$ cat src/hw/rtl/sfh_pkg.sv
// ----------------------------------------------------------------------------
// sfh_pkg: shared types and constants for the spring force block
// Controller states, datapath operation codes, command and status bundles.
// ----------------------------------------------------------------------------
package sfh_pkg;

    localparam int LEN_W     = 24;
    localparam int FORCE_W   = 32;
    localparam int STIFF_W   = 16;
    localparam int CFG_IDX_W = 2;
    localparam int CFG_W     = 24;

    localparam logic [CFG_IDX_W-1:0] REG_STIFFNESS   = 2'd0;
    localparam logic [CFG_IDX_W-1:0] REG_REST_LENGTH = 2'd1;

    localparam logic [LEN_W-1:0]   LEN_MAX     = 24'hFFFFFF;
    localparam logic [LEN_W-1:0]   REST_RESET  = 24'd256;
    localparam logic [STIFF_W-1:0] STIFF_RESET = 16'd256;
    localparam logic [FORCE_W-1:0] FORCE_POS_MAX = 32'h7FFF_FFFF;
    localparam logic [FORCE_W-1:0] FORCE_NEG_MAX = 32'h8000_0000;

    typedef enum logic [3:0] {
        S_IDLE,
        S_LOAD,
        S_SQX,
        S_SQY,
        S_SQRT,
        S_MULM,
        S_MULX,
        S_DIVX,
        S_MULY,
        S_DIVY,
        S_FIN
    } state_t;

    typedef enum logic [2:0] {
        OP_SQX,
        OP_SQY,
        OP_SQRT,
        OP_MULM,
        OP_MULX,
        OP_MULY,
        OP_DIVX,
        OP_DIVY
    } op_t;

    typedef struct packed {
        logic start;
        op_t  op;
        logic load_in;
        logic load_out;
    } cmd_t;

    typedef struct packed {
        logic done;
        logic len_zero;
    } status_t;

endpackage

$ cat src/hw/rtl/sfh_if.sv
// ----------------------------------------------------------------------------
// sfh_in_if / sfh_out_if: valid/ready channels of the spring force block
// Input word carries two endpoints, output word the forces and lengths.
// ----------------------------------------------------------------------------
interface sfh_in_if #(parameter int POS_WIDTH = 24);
    logic                        valid;
    logic                        ready;
    logic signed [POS_WIDTH-1:0] first_x;
    logic signed [POS_WIDTH-1:0] first_y;
    logic signed [POS_WIDTH-1:0] second_x;
    logic signed [POS_WIDTH-1:0] second_y;

    modport source (output valid, first_x, first_y, second_x, second_y, input ready);
    modport sink   (input valid, first_x, first_y, second_x, second_y, output ready);
endinterface

interface sfh_out_if;
    logic               valid;
    logic               ready;
    logic signed [31:0] force_second_x;
    logic signed [31:0] force_second_y;
    logic signed [31:0] force_first_x;
    logic signed [31:0] force_first_y;
    logic        [23:0] current_length;
    logic        [23:0] shortest_seen;
    logic        [23:0] longest_seen;

    modport source (output valid, force_second_x, force_second_y, force_first_x,
                    force_first_y, current_length, shortest_seen, longest_seen,
                    input ready);
    modport sink   (input valid, force_second_x, force_second_y, force_first_x,
                    force_first_y, current_length, shortest_seen, longest_seen,
                    output ready);
endinterface

$ cat src/hw/rtl/sfh_ctrl.sv
// ----------------------------------------------------------------------------
// sfh_ctrl: sequencer of the spring force block
// Steps the datapath through squares, root, multiplies and divides.
// ----------------------------------------------------------------------------
module sfh_ctrl
    import sfh_pkg::*;
(
    input  logic    clk,
    input  logic    rst_n,
    input  logic    in_valid,
    output logic    in_ready,
    output logic    out_valid,
    input  logic    out_ready,
    input  status_t status,
    output cmd_t    cmd
);

    state_t state_reg, state_next;
    logic   out_valid_reg, out_valid_next;

    always_ff @(posedge clk or negedge rst_n)
    begin
        if (!rst_n)
        begin
            state_reg     <= S_IDLE;
            out_valid_reg <= 1'b0;
        end
        else
        begin
            state_reg     <= state_next;
            out_valid_reg <= out_valid_next;
        end
    end

    always_comb
    begin
        state_next     = state_reg;
        out_valid_next = out_valid_reg && !out_ready;
        cmd            = '0;
        cmd.op         = OP_SQX;
        unique case (state_reg)
            S_IDLE:
            begin
                if (in_valid)
                begin
                    cmd.load_in = 1'b1;
                    state_next  = S_LOAD;
                end
            end
            S_LOAD:
            begin
                cmd.start  = 1'b1;
                cmd.op     = OP_SQX;
                state_next = S_SQX;
            end
            S_SQX:
            begin
                if (status.done)
                begin
                    cmd.start  = 1'b1;
                    cmd.op     = OP_SQY;
                    state_next = S_SQY;
                end
            end
            S_SQY:
            begin
                if (status.done)
                begin
                    cmd.start  = 1'b1;
                    cmd.op     = OP_SQRT;
                    state_next = S_SQRT;
                end
            end
            S_SQRT:
            begin
                if (status.done)
                begin
                    if (status.len_zero)
                    begin
                        state_next = S_FIN;
                    end
                    else
                    begin
                        cmd.start  = 1'b1;
                        cmd.op     = OP_MULM;
                        state_next = S_MULM;
                    end
                end
            end
            S_MULM:
            begin
                if (status.done)
                begin
                    cmd.start  = 1'b1;
                    cmd.op     = OP_MULX;
                    state_next = S_MULX;
                end
            end
            S_MULX:
            begin
                if (status.done)
                begin
                    cmd.start  = 1'b1;
                    cmd.op     = OP_DIVX;
                    state_next = S_DIVX;
                end
            end
            S_DIVX:
            begin
                if (status.done)
                begin
                    cmd.start  = 1'b1;
                    cmd.op     = OP_MULY;
                    state_next = S_MULY;
                end
            end
            S_MULY:
            begin
                if (status.done)
                begin
                    cmd.start  = 1'b1;
                    cmd.op     = OP_DIVY;
                    state_next = S_DIVY;
                end
            end
            S_DIVY:
            begin
                if (status.done)
                begin
                    state_next = S_FIN;
                end
            end
            S_FIN:
            begin
                // output register free or being emptied this cycle
                if (!out_valid_reg || out_ready)
                begin
                    cmd.load_out   = 1'b1;
                    out_valid_next = 1'b1;
                    state_next     = S_IDLE;
                end
            end
            default:
            begin
                state_next = S_IDLE;
            end
        endcase
    end

    assign in_ready  = (state_reg == S_IDLE);
    assign out_valid = out_valid_reg;

endmodule

$ cat src/hw/rtl/sfh_datapath.sv
// ----------------------------------------------------------------------------
// sfh_datapath: arithmetic of the spring force block
// Serial shift-add multiplier, digit-by-digit root, restoring divider.
// ----------------------------------------------------------------------------
module sfh_datapath
    import sfh_pkg::*;
#(
    parameter int POS_WIDTH = 24
)
(
    input  logic                        clk,
    input  logic                        rst_n,
    input  cmd_t                        cmd,
    output status_t                     status,
    input  logic                        cfg_we,
    input  logic [CFG_IDX_W-1:0]        cfg_idx,
    input  logic [CFG_W-1:0]            cfg_data,
    input  logic signed [POS_WIDTH-1:0] first_x,
    input  logic signed [POS_WIDTH-1:0] first_y,
    input  logic signed [POS_WIDTH-1:0] second_x,
    input  logic signed [POS_WIDTH-1:0] second_y,
    output logic signed [FORCE_W-1:0]   force_second_x,
    output logic signed [FORCE_W-1:0]   force_second_y,
    output logic signed [FORCE_W-1:0]   force_first_x,
    output logic signed [FORCE_W-1:0]   force_first_y,
    output logic [LEN_W-1:0]            current_length,
    output logic [LEN_W-1:0]            shortest_seen,
    output logic [LEN_W-1:0]            longest_seen
);

    localparam int LW = POS_WIDTH + 1;              // difference and root width
    localparam int EW = (LW > LEN_W) ? LW : LEN_W;  // extension / multiplier b
    localparam int AW = STIFF_W + EW;               // multiplier a, m width
    localparam int PW = AW + EW;                    // product / quotient width
    localparam int SW = 2 * LW;                     // sum of squares
    localparam int RW = LW + 2;                     // root remainder
    localparam int DW = LW + 9;                     // divider remainder
    localparam int CW = $clog2(PW + 1);

    // control and configuration
    logic [STIFF_W-1:0] stiff_reg;
    logic [LEN_W-1:0]   rest_reg, short_reg, long_reg;
    op_t                op_reg;
    logic               busy_reg, done_reg;
    logic [CW-1:0]      cnt_reg;

    // payload
    logic signed [LW-1:0]    dx_reg, dy_reg;
    logic [LW-1:0]           len_reg, root_reg;
    logic [SW-1:0]           sum_reg, rad_reg;
    logic [AW-1:0]           m_reg;
    logic [PW-1:0]           ashift_reg, acc_reg, num_reg, q_reg;
    logic [EW-1:0]           b_reg;
    logic [RW-1:0]           srem_reg;
    logic [DW-1:0]           drem_reg;
    logic signed [FORCE_W-1:0] fx_reg, fy_reg;
    logic signed [FORCE_W-1:0] ofsx_reg, ofsy_reg, ofx_reg, ofy_reg;
    logic [LEN_W-1:0]        ocur_reg, oshort_reg, olong_reg;

    logic [LW-1:0]     ax, ay;
    logic [EW-1:0]     len_ext, rest_ext, ae;
    logic              eneg;
    logic [AW-1:0]     mul_a;
    logic [EW-1:0]     mul_b;
    logic [PW-1:0]     acc_step;
    logic [RW+1:0]     stmp, strial;
    logic              sge;
    logic [RW-1:0]     srem_n;
    logic [LW-1:0]     root_n;
    logic [DW-1:0]     dtmp, dvsr;
    logic              dge;
    logic [DW-1:0]     drem_n;
    logic [PW-1:0]     q_n;
    logic              q_big, dneg;
    logic [FORCE_W-1:0] q_sat;
    logic [CW-1:0]     last_cnt;
    logic              last;
    logic [LEN_W-1:0]  cur, short_upd, long_upd;

    assign ax = dx_reg[LW-1] ? LW'(-dx_reg) : LW'(dx_reg);
    assign ay = dy_reg[LW-1] ? LW'(-dy_reg) : LW'(dy_reg);

    assign len_ext  = EW'(len_reg);
    assign rest_ext = EW'(rest_reg);
    assign eneg     = len_ext < rest_ext;
    assign ae       = eneg ? (rest_ext - len_ext) : (len_ext - rest_ext);

    always_comb
    begin
        unique case (cmd.op)
            OP_SQX:
            begin
                mul_a = AW'(ax);
                mul_b = EW'(ax);
            end
            OP_SQY:
            begin
                mul_a = AW'(ay);
                mul_b = EW'(ay);
            end
            OP_MULM:
            begin
                mul_a = AW'(stiff_reg);
                mul_b = ae;
            end
            OP_MULX:
            begin
                mul_a = m_reg;
                mul_b = EW'(ax);
            end
            OP_MULY:
            begin
                mul_a = m_reg;
                mul_b = EW'(ay);
            end
            default:
            begin
                mul_a = '0;
                mul_b = '0;
            end
        endcase
    end

    // multiplier step
    assign acc_step = b_reg[0] ? (acc_reg + ashift_reg) : acc_reg;

    // root step: bring down two radicand bits, try 4r+1
    assign stmp   = {srem_reg, rad_reg[SW-1 -: 2]};
    assign strial = (RW+2)'({root_reg, 2'b01});
    assign sge    = stmp >= strial;
    assign srem_n = sge ? RW'(stmp - strial) : RW'(stmp);
    assign root_n = {root_reg[LW-2:0], sge};

    // divider step, divisor is length with 8 fraction bits moved up
    assign dtmp   = {drem_reg[DW-2:0], num_reg[PW-1]};
    assign dvsr   = DW'({len_reg, 8'd0});
    assign dge    = dtmp >= dvsr;
    assign drem_n = dge ? (dtmp - dvsr) : dtmp;
    assign q_n    = {q_reg[PW-2:0], dge};

    assign q_big = (|q_n[PW-1:FORCE_W-1]);
    assign dneg  = eneg ^ ((op_reg == OP_DIVX) ? dx_reg[LW-1] : dy_reg[LW-1]);

    always_comb
    begin
        if (dneg)
        begin
            q_sat = q_big ? FORCE_NEG_MAX : (~q_n[FORCE_W-1:0] + 1'b1);
        end
        else
        begin
            q_sat = q_big ? FORCE_POS_MAX : q_n[FORCE_W-1:0];
        end
    end

    always_comb
    begin
        unique case (op_reg)
            OP_SQRT:             last_cnt = CW'(LW - 1);
            OP_DIVX, OP_DIVY:    last_cnt = CW'(PW - 1);
            default:             last_cnt = CW'(EW - 1);
        endcase
    end
    assign last = (cnt_reg == last_cnt);

    assign cur       = (len_ext > EW'(LEN_MAX)) ? LEN_MAX : LEN_W'(len_reg);
    assign short_upd = (cur < short_reg) ? cur : short_reg;
    assign long_upd  = (cur > long_reg) ? cur : long_reg;

    always_ff @(posedge clk or negedge rst_n)
    begin
        if (!rst_n)
        begin
            stiff_reg <= STIFF_RESET;
            rest_reg  <= REST_RESET;
            short_reg <= REST_RESET;
            long_reg  <= REST_RESET;
            op_reg    <= OP_SQX;
            busy_reg  <= 1'b0;
            done_reg  <= 1'b0;
            cnt_reg   <= '0;
        end
        else
        begin
            done_reg <= 1'b0;
            if (cfg_we && (cfg_idx == REG_STIFFNESS))
            begin
                stiff_reg <= cfg_data[STIFF_W-1:0];
            end
            priority if (cfg_we && (cfg_idx == REG_REST_LENGTH))
            begin
                rest_reg  <= cfg_data[LEN_W-1:0];
                short_reg <= cfg_data[LEN_W-1:0];
                long_reg  <= cfg_data[LEN_W-1:0];
            end
            else if (cmd.load_out)
            begin
                short_reg <= short_upd;
                long_reg  <= long_upd;
            end
            if (cmd.start)
            begin
                op_reg   <= cmd.op;
                busy_reg <= 1'b1;
                cnt_reg  <= '0;
            end
            else if (busy_reg)
            begin
                cnt_reg <= cnt_reg + 1'b1;
                if (last)
                begin
                    busy_reg <= 1'b0;
                    done_reg <= 1'b1;
                end
            end
        end
    end

    always_ff @(posedge clk)
    begin
        if (cmd.load_in)
        begin
            dx_reg <= LW'({second_x[POS_WIDTH-1], second_x})
                    - LW'({first_x[POS_WIDTH-1], first_x});
            dy_reg <= LW'({second_y[POS_WIDTH-1], second_y})
                    - LW'({first_y[POS_WIDTH-1], first_y});
            fx_reg <= '0;
            fy_reg <= '0;
        end
        if (cmd.start)
        begin
            unique case (cmd.op)
                OP_SQRT:
                begin
                    rad_reg  <= sum_reg;
                    srem_reg <= '0;
                    root_reg <= '0;
                end
                OP_DIVX, OP_DIVY:
                begin
                    num_reg  <= acc_reg;
                    drem_reg <= '0;
                    q_reg    <= '0;
                end
                default:
                begin
                    ashift_reg <= PW'(mul_a);
                    b_reg      <= mul_b;
                    acc_reg    <= '0;
                end
            endcase
        end
        else if (busy_reg)
        begin
            unique case (op_reg)
                OP_SQRT:
                begin
                    rad_reg  <= rad_reg << 2;
                    srem_reg <= srem_n;
                    root_reg <= root_n;
                    if (last)
                    begin
                        len_reg <= root_n;
                    end
                end
                OP_DIVX, OP_DIVY:
                begin
                    num_reg  <= num_reg << 1;
                    drem_reg <= drem_n;
                    q_reg    <= q_n;
                    if (last)
                    begin
                        if (op_reg == OP_DIVX)
                        begin
                            fx_reg <= q_sat;
                        end
                        else
                        begin
                            fy_reg <= q_sat;
                        end
                    end
                end
                default:
                begin
                    acc_reg    <= acc_step;
                    ashift_reg <= ashift_reg << 1;
                    b_reg      <= b_reg >> 1;
                    if (last)
                    begin
                        if (op_reg == OP_SQX)
                        begin
                            sum_reg <= SW'(acc_step);
                        end
                        else if (op_reg == OP_SQY)
                        begin
                            sum_reg <= sum_reg + SW'(acc_step);
                        end
                        else if (op_reg == OP_MULM)
                        begin
                            m_reg <= AW'(acc_step);
                        end
                    end
                end
            endcase
        end
        if (cmd.load_out)
        begin
            ofsx_reg   <= fx_reg;
            ofsy_reg   <= fy_reg;
            ofx_reg    <= (fx_reg == FORCE_NEG_MAX) ? FORCE_POS_MAX : -fx_reg;
            ofy_reg    <= (fy_reg == FORCE_NEG_MAX) ? FORCE_POS_MAX : -fy_reg;
            ocur_reg   <= cur;
            oshort_reg <= short_upd;
            olong_reg  <= long_upd;
        end
    end

    assign status.done     = done_reg;
    assign status.len_zero = (len_reg == '0);

    assign force_second_x = ofsx_reg;
    assign force_second_y = ofsy_reg;
    assign force_first_x  = ofx_reg;
    assign force_first_y  = ofy_reg;
    assign current_length = ocur_reg;
    assign shortest_seen  = oshort_reg;
    assign longest_seen   = olong_reg;

endmodule

$ cat src/hw/rtl/spring_force_hooke.sv
// ----------------------------------------------------------------------------
// spring_force_hooke: 2D Hooke spring force with length trackers
// Arithmetic: bit-serial multiplier, root and divider, one bit a cycle; a
//   zero length skips the multiply and divide steps.
// Flow: one word at a time; the next input is taken while a result waits.
// Reset: stiffness and rest length to 1.0, both trackers to the rest length.
// ----------------------------------------------------------------------------
module spring_force_hooke
    import sfh_pkg::*;
#(
    parameter int POS_WIDTH = 24
)
(
    input  logic                 clk,
    input  logic                 rst_n,
    sfh_in_if.sink               in_ch,
    sfh_out_if.source            out_ch,
    input  logic                 cfg_we,
    input  logic [CFG_IDX_W-1:0] cfg_idx,
    input  logic [CFG_W-1:0]     cfg_data
);

    // controller to datapath
    cmd_t    cmd;
    status_t status;

    // Sequencer: squares of dx and dy, root of the sum, stiffness times
    // extension, then per axis multiply by |d| and divide by length.
    sfh_ctrl u_ctrl (
        .clk       (clk),
        .rst_n     (rst_n),
        .in_valid  (in_ch.valid),
        .in_ready  (in_ch.ready),
        .out_valid (out_ch.valid),
        .out_ready (out_ch.ready),
        .status    (status),
        .cmd       (cmd)
    );

    // Datapath also holds the config registers and the output word register;
    // a zero length skips the force steps and leaves both forces at zero.
    sfh_datapath #(
        .POS_WIDTH (POS_WIDTH)
    ) u_dp (
        .clk            (clk),
        .rst_n          (rst_n),
        .cmd            (cmd),
        .status         (status),
        .cfg_we         (cfg_we),
        .cfg_idx        (cfg_idx),
        .cfg_data       (cfg_data),
        .first_x        (in_ch.first_x),
        .first_y        (in_ch.first_y),
        .second_x       (in_ch.second_x),
        .second_y       (in_ch.second_y),
        .force_second_x (out_ch.force_second_x),
        .force_second_y (out_ch.force_second_y),
        .force_first_x  (out_ch.force_first_x),
        .force_first_y  (out_ch.force_first_y),
        .current_length (out_ch.current_length),
        .shortest_seen  (out_ch.shortest_seen),
        .longest_seen   (out_ch.longest_seen)
    );

    // trackers always bracket the length they report with
    a_bracket: assert property (@(posedge clk) disable iff (!rst_n)
        out_ch.valid |-> (out_ch.shortest_seen <= out_ch.current_length)
                      && (out_ch.current_length <= out_ch.longest_seen))
        else $error("length outside tracker range");

    // zero length gives zero force
    a_zero_len: assert property (@(posedge clk) disable iff (!rst_n)
        (out_ch.valid && (out_ch.current_length == '0))
            |-> (out_ch.force_second_x == '0) && (out_ch.force_second_y == '0))
        else $error("nonzero force at zero length");

    // first endpoint x force mirrors the second
    a_mirror: assert property (@(posedge clk) disable iff (!rst_n)
        out_ch.valid |-> (out_ch.force_first_x == -out_ch.force_second_x)
                      || (out_ch.force_second_x == FORCE_NEG_MAX))
        else $error("first force is not the negated second force");

    // ready is never high while the datapath signals done
    a_ready_idle: assert property (@(posedge clk) disable iff (!rst_n)
        in_ch.ready |-> !status.done)
        else $error("ready while datapath busy");

endmodule

$ cat src/flat_wrapper.sv
// flat-port wrapper written by rule: the top's interface ports become plain ports
module spring_force_hooke_flat import sfh_pkg::*;
#(
    parameter int POS_WIDTH = 24
)
  (clk, rst_n, cfg_we, cfg_idx, cfg_data, in_ch_valid, in_ch_first_x, in_ch_first_y, in_ch_second_x, in_ch_second_y, in_ch_ready, out_ch_valid, out_ch_force_second_x, out_ch_force_second_y, out_ch_force_first_x, out_ch_force_first_y, out_ch_current_length, out_ch_shortest_seen, out_ch_longest_seen, out_ch_ready);
  sfh_in_if #(.POS_WIDTH(POS_WIDTH)) in_ch_i ();
  sfh_out_if out_ch_i ();
  input  logic clk;
  input  logic rst_n;
  input  logic cfg_we;
  input  logic [CFG_IDX_W-1:0] cfg_idx;
  input  logic [CFG_W-1:0] cfg_data;
  input wire logic [$bits(in_ch_i.valid)-1:0] in_ch_valid;
  input wire logic [$bits(in_ch_i.first_x)-1:0] in_ch_first_x;
  input wire logic [$bits(in_ch_i.first_y)-1:0] in_ch_first_y;
  input wire logic [$bits(in_ch_i.second_x)-1:0] in_ch_second_x;
  input wire logic [$bits(in_ch_i.second_y)-1:0] in_ch_second_y;
  output wire logic [$bits(in_ch_i.ready)-1:0] in_ch_ready;
  output wire logic [$bits(out_ch_i.valid)-1:0] out_ch_valid;
  output wire logic [$bits(out_ch_i.force_second_x)-1:0] out_ch_force_second_x;
  output wire logic [$bits(out_ch_i.force_second_y)-1:0] out_ch_force_second_y;
  output wire logic [$bits(out_ch_i.force_first_x)-1:0] out_ch_force_first_x;
  output wire logic [$bits(out_ch_i.force_first_y)-1:0] out_ch_force_first_y;
  output wire logic [$bits(out_ch_i.current_length)-1:0] out_ch_current_length;
  output wire logic [$bits(out_ch_i.shortest_seen)-1:0] out_ch_shortest_seen;
  output wire logic [$bits(out_ch_i.longest_seen)-1:0] out_ch_longest_seen;
  input wire logic [$bits(out_ch_i.ready)-1:0] out_ch_ready;
  assign in_ch_i.valid = in_ch_valid;
  assign in_ch_i.first_x = in_ch_first_x;
  assign in_ch_i.first_y = in_ch_first_y;
  assign in_ch_i.second_x = in_ch_second_x;
  assign in_ch_i.second_y = in_ch_second_y;
  assign in_ch_ready = in_ch_i.ready;
  assign out_ch_valid = out_ch_i.valid;
  assign out_ch_force_second_x = out_ch_i.force_second_x;
  assign out_ch_force_second_y = out_ch_i.force_second_y;
  assign out_ch_force_first_x = out_ch_i.force_first_x;
  assign out_ch_force_first_y = out_ch_i.force_first_y;
  assign out_ch_current_length = out_ch_i.current_length;
  assign out_ch_shortest_seen = out_ch_i.shortest_seen;
  assign out_ch_longest_seen = out_ch_i.longest_seen;
  assign out_ch_i.ready = out_ch_ready;
  spring_force_hooke #(.POS_WIDTH(POS_WIDTH)) u_core (.clk(clk), .rst_n(rst_n), .in_ch(in_ch_i), .out_ch(out_ch_i), .cfg_we(cfg_we), .cfg_idx(cfg_idx), .cfg_data(cfg_data));
endmodule
$ cat config.mk
export PLATFORM = sky130hd
export DESIGN_NAME = spring_force_hooke_flat
export DESIGN_NICKNAME = d
export VERILOG_FILES = /design/src/hw/rtl/sfh_pkg.sv /design/src/hw/rtl/sfh_if.sv /design/src/hw/rtl/sfh_ctrl.sv /design/src/hw/rtl/sfh_datapath.sv /design/src/hw/rtl/spring_force_hooke.sv /design/src/flat_wrapper.sv
export SDC_FILE = /design/constraint.sdc
export NUM_CORES = 2
export LEC_CHECK = 0
export ABC_AREA = 1
export CORE_UTILIZATION = 50
export CTS_BUF_LIST = sky130_fd_sc_hd__clkbuf_16
export CTS_CLUSTER_SIZE = 40
export DETAILED_ROUTE_END_ITERATION = 10
export DONT_BUFFER_PORTS = 1
export SETUP_SLACK_MARGIN = 0.02
export SLEW_MARGIN = 10
export SYNTH_ARGS = -nofsm -noshare
export SYNTH_HDL_FRONTEND = slang
export SYNTH_HIERARCHICAL = 1
export SYNTH_SLANG_ARGS = --single-unit
$ cat constraint.sdc
create_clock -name clk -period 28.1 [get_ports clk]
set_input_delay 5.62 -clock clk [delete_from_list [all_inputs] [get_ports clk]]
set_output_delay 5.62 -clock clk [all_outputs]
set_load 0.05 [all_outputs]
==> impl_results.md <==
* Critical Path Sink Type: output port
* YS warnings at 6
* CTS tree: done
* RSZ-0062 raised after global routing: false
* Die area at roughly 120000 µm²
* Crit path time final at ~8 ns
* FF-to-FF setup slack at 21.61 ns
* Syn Inst Count at 7638
* Max_cap viols at 0
* Share of cells above drive strength 1 at 0.0450
* Number of global-route vias before repair at 49200
* Fill count at 11400
* Synthesized area at 60500 µm²
* Synth-to-Final Area Change at 8.64%
* Setup violations, final at 0
* Core area at 120000 µm²
* Initial Util at 0.505
* Hold_sp: u_core/u_dp/root_reg[17]$_SDFFCE_PP0P_
* Vias at between 50000 and 60000
* Yosys top cell by area: edfxtp_1
* Hold path depth at 0
* LEAKAGE at 28.4 nW
* Ranking of synthesized cells by area: edfxtp_1 (39%), nand2_1 (12%), ha_1 (6.5%)
* GRT overflow at 0
* GR Util All Layers at 0.299
* Hold Slack at 0.431 ns
* Root Buffer: clkbuf_16
* Area after DPL at 62200 µm²
* Wire per inst at 19.8 µm
* Initial antenna violation count at 4
* Synthesis-stage register bit count at 958
* Clock slew at reported path FFs at about 0.06 ns
* Net count, final at around 8000
* Synthesized net count at 8087
* Largest net degree at the start of global routing at 147
* Worst slack, placed at between 20 and 25 ns
* Die width at between 300 and 400 µm
* Hold Violations, Final at 0
* Tcrit/Tclk final at 0.282
* Post-CTS sizing at 0
* Min-Delay Path Class: reg2reg
* Worst Tran Pin Value at between 1 and 1.5 ns
* Total power at 3.23 mW
* Status: finished clean
* Commonest non-fill, non-tap cell in the layout: nand2_1
* Clock Path Buffers at 3
* Hold_buf cts at 0
* Number of vias per cell at ~5.5
* CTS H-tree depth at 3
* Die Height at 350 µm
* Global-route wire length before repair at ~290000 µm
* Postcts setup bufs at 0
* Peak Freq at 126 MHz
* WHS Endpoint: u_core/u_dp/len_ext[18]$_DFFE_PP_
* Port Buffers at 0
* CP Max Fanout at 8
* # DRC at 0
* Cts bufs inserted at between 100 and 150
* Clock latency on the worst-skew pair at 0.74 ns
* Worst reg2reg path endpoint: u_core/u_dp/rad_reg[47]$_DFFE_PP_
* Power Dens Cells at 49.2 nW/µm²
* Worst vdd ir at 56.0 µV
* GPL Wtd Cong at between 0.9 and 1
* Layout Skew at 0.0516 ns
* Post-DP HPWL at between 100000 and 150000 µm
* Fin Setup TNS at 0 ns
* Design Area, Final at 65800 µm²
* Async set-or-reset flop fraction in the synthesized netlist at 0.110
* Final worst slack at 20.18 ns
* CTS Sinks at 958
* Data required, critical path at 22.48 ns
* FF-to-FF path depth at 14
* Antenna viol nets, final at 0
* CP arrival at 2.30 ns
* RR Startpoint: u_core/u_dp/len_ext[7]$_DFFE_PP_
* Pins Over Slew Limit at 0
* Slew headroom at 0.230
* Post-Route WL at 185000 µm
* Starting DRT DRC Count at 4666
* Row count at approximately 130
* Sequential area share after synthesis at 0.456
* Drt pass-1 iters at 6
* I/O pins at 329
* Top_reg_cell synth: edfxtp_1
* Most frequent cells in the layout: nand2_1 (2004), inv_1 (995), nor2_1 (888), edfxtp_1 (789), nand3_1 (491)
* Setup CP Type: reg2out
* Synth cell types at 74
* Number of flops mapped to enable cells by yosys at 789
* Avg Cell Area, Syn at a little under 8 µm²
* Post-synth top area share at 0.391
* Startpoint Class: flip-flop
==> cells by family after synthesis <==
family | synth area share
flops | 0.456
mux | 0.00314
fa+ha+maj | 0.0674
xor+xnor | 0.0347
simple gates | 0.257
buf+inv | 0.0754
compound gates | 0.107
==> worst max-delay path, stage by stage (launching register included) <==
cell and delay [ns]:
dfrtp_1 0.48, nor2_4 0.26, inv_1 0.10, nor2_1 0.74
==> worst max-delay path by stage <==
stage,from,end,slack (ns)
6_report,u_core/u_ctrl/state_reg[1]$_DFFE_PN0P_,in_ch_ready,20.18
5_1_grt,u_core/u_ctrl/state_reg[3]$_DFFE_PN0P_,in_ch_ready,20.05
4_1_cts,u_core/u_ctrl/state_reg[1]$_DFFE_PN0P_,in_ch_ready,20.13
3_5_place_dp,cfg_idx[1],u_core/u_dp/long_reg[5]$_DFFE_PN0P_,20.30
3_3_place_gp,in_ch_second_y[0],u_core/u_dp/dy_reg[12]$_DFFE_PP_,20.36
2_1_floorplan,out_ch_ready,u_core/u_dp/short_reg[21]$_DFFE_PN0P_,12.47
==> layer usage <==
layer	wire [µm]	vias up	global-route usage
li1	-	25200	-
met1	83600	24100	0.413
met2	85200	1534	0.490
met3	10200	272	0.0367
met4	5510	4	0.0895
met5	22	-	0
==> Yosys cell counts, types with 6 or more instances <==
master,instances
o21bai_1,52
nor3_1,87
a31oi_1,22
xnor2_1,73
a21oi_1,491
o21a_1,23
inv_1,971
o21ai_1,40
clkbuf_1,143
xor2_1,167
o22ai_1,6
inv_2,16
nand4_1,83
nand3_1,493
o211ai_1,26
a21o_1,26
edfxtp_1,789
buf_1,19
nor2_4,9
nor2_1,890
a22o_1,9
nand2_2,15
buf_2,32
o31ai_1,8
nand2_1,2006
and3_1,6
or2_2,35
nor4_1,27
ha_1,315
nand3b_1,20
o21ai_0,436
nor2_2,6
dfrtp_1,101
dfxtp_1,64
fa_1,7
and2_1,26
mux2_2,16
==> metrics by stage <==
step	utilization	instances
after global routing	0.548	9294
after CTS	0.548	9293
final	0.548	9298
after detailed placement	0.518	9094
after floorplan	-	7638
after global placement	0.518	9094
==> power breakdown <==
group	internal (mW)	leakage, nW	switching [mW]
registers	1.55	7.83	0.0194
logic	0.0840	18.8	0.158
clock network	0.819	1.82	0.602
total	2.45	28.4	0.780
==> final cells by class <==
type | instances | area [µm²] | area share
multi-input cells | 5486 | 28500 | 0.433
flip-flops and latches | 958 | 27600 | 0.420
inverters | 992 | 3740 | 0.0568
clock buffers | 106 | 2650 | 0.0403
well taps | 1612 | 2020 | 0.0307
clock inverters | 93 | 910 | 0.0138
repair buffers | 46 | 358 | 0.00544
diodes | 5 | 12.5 | 0.000190
Power figures use the tool's default switching activity.
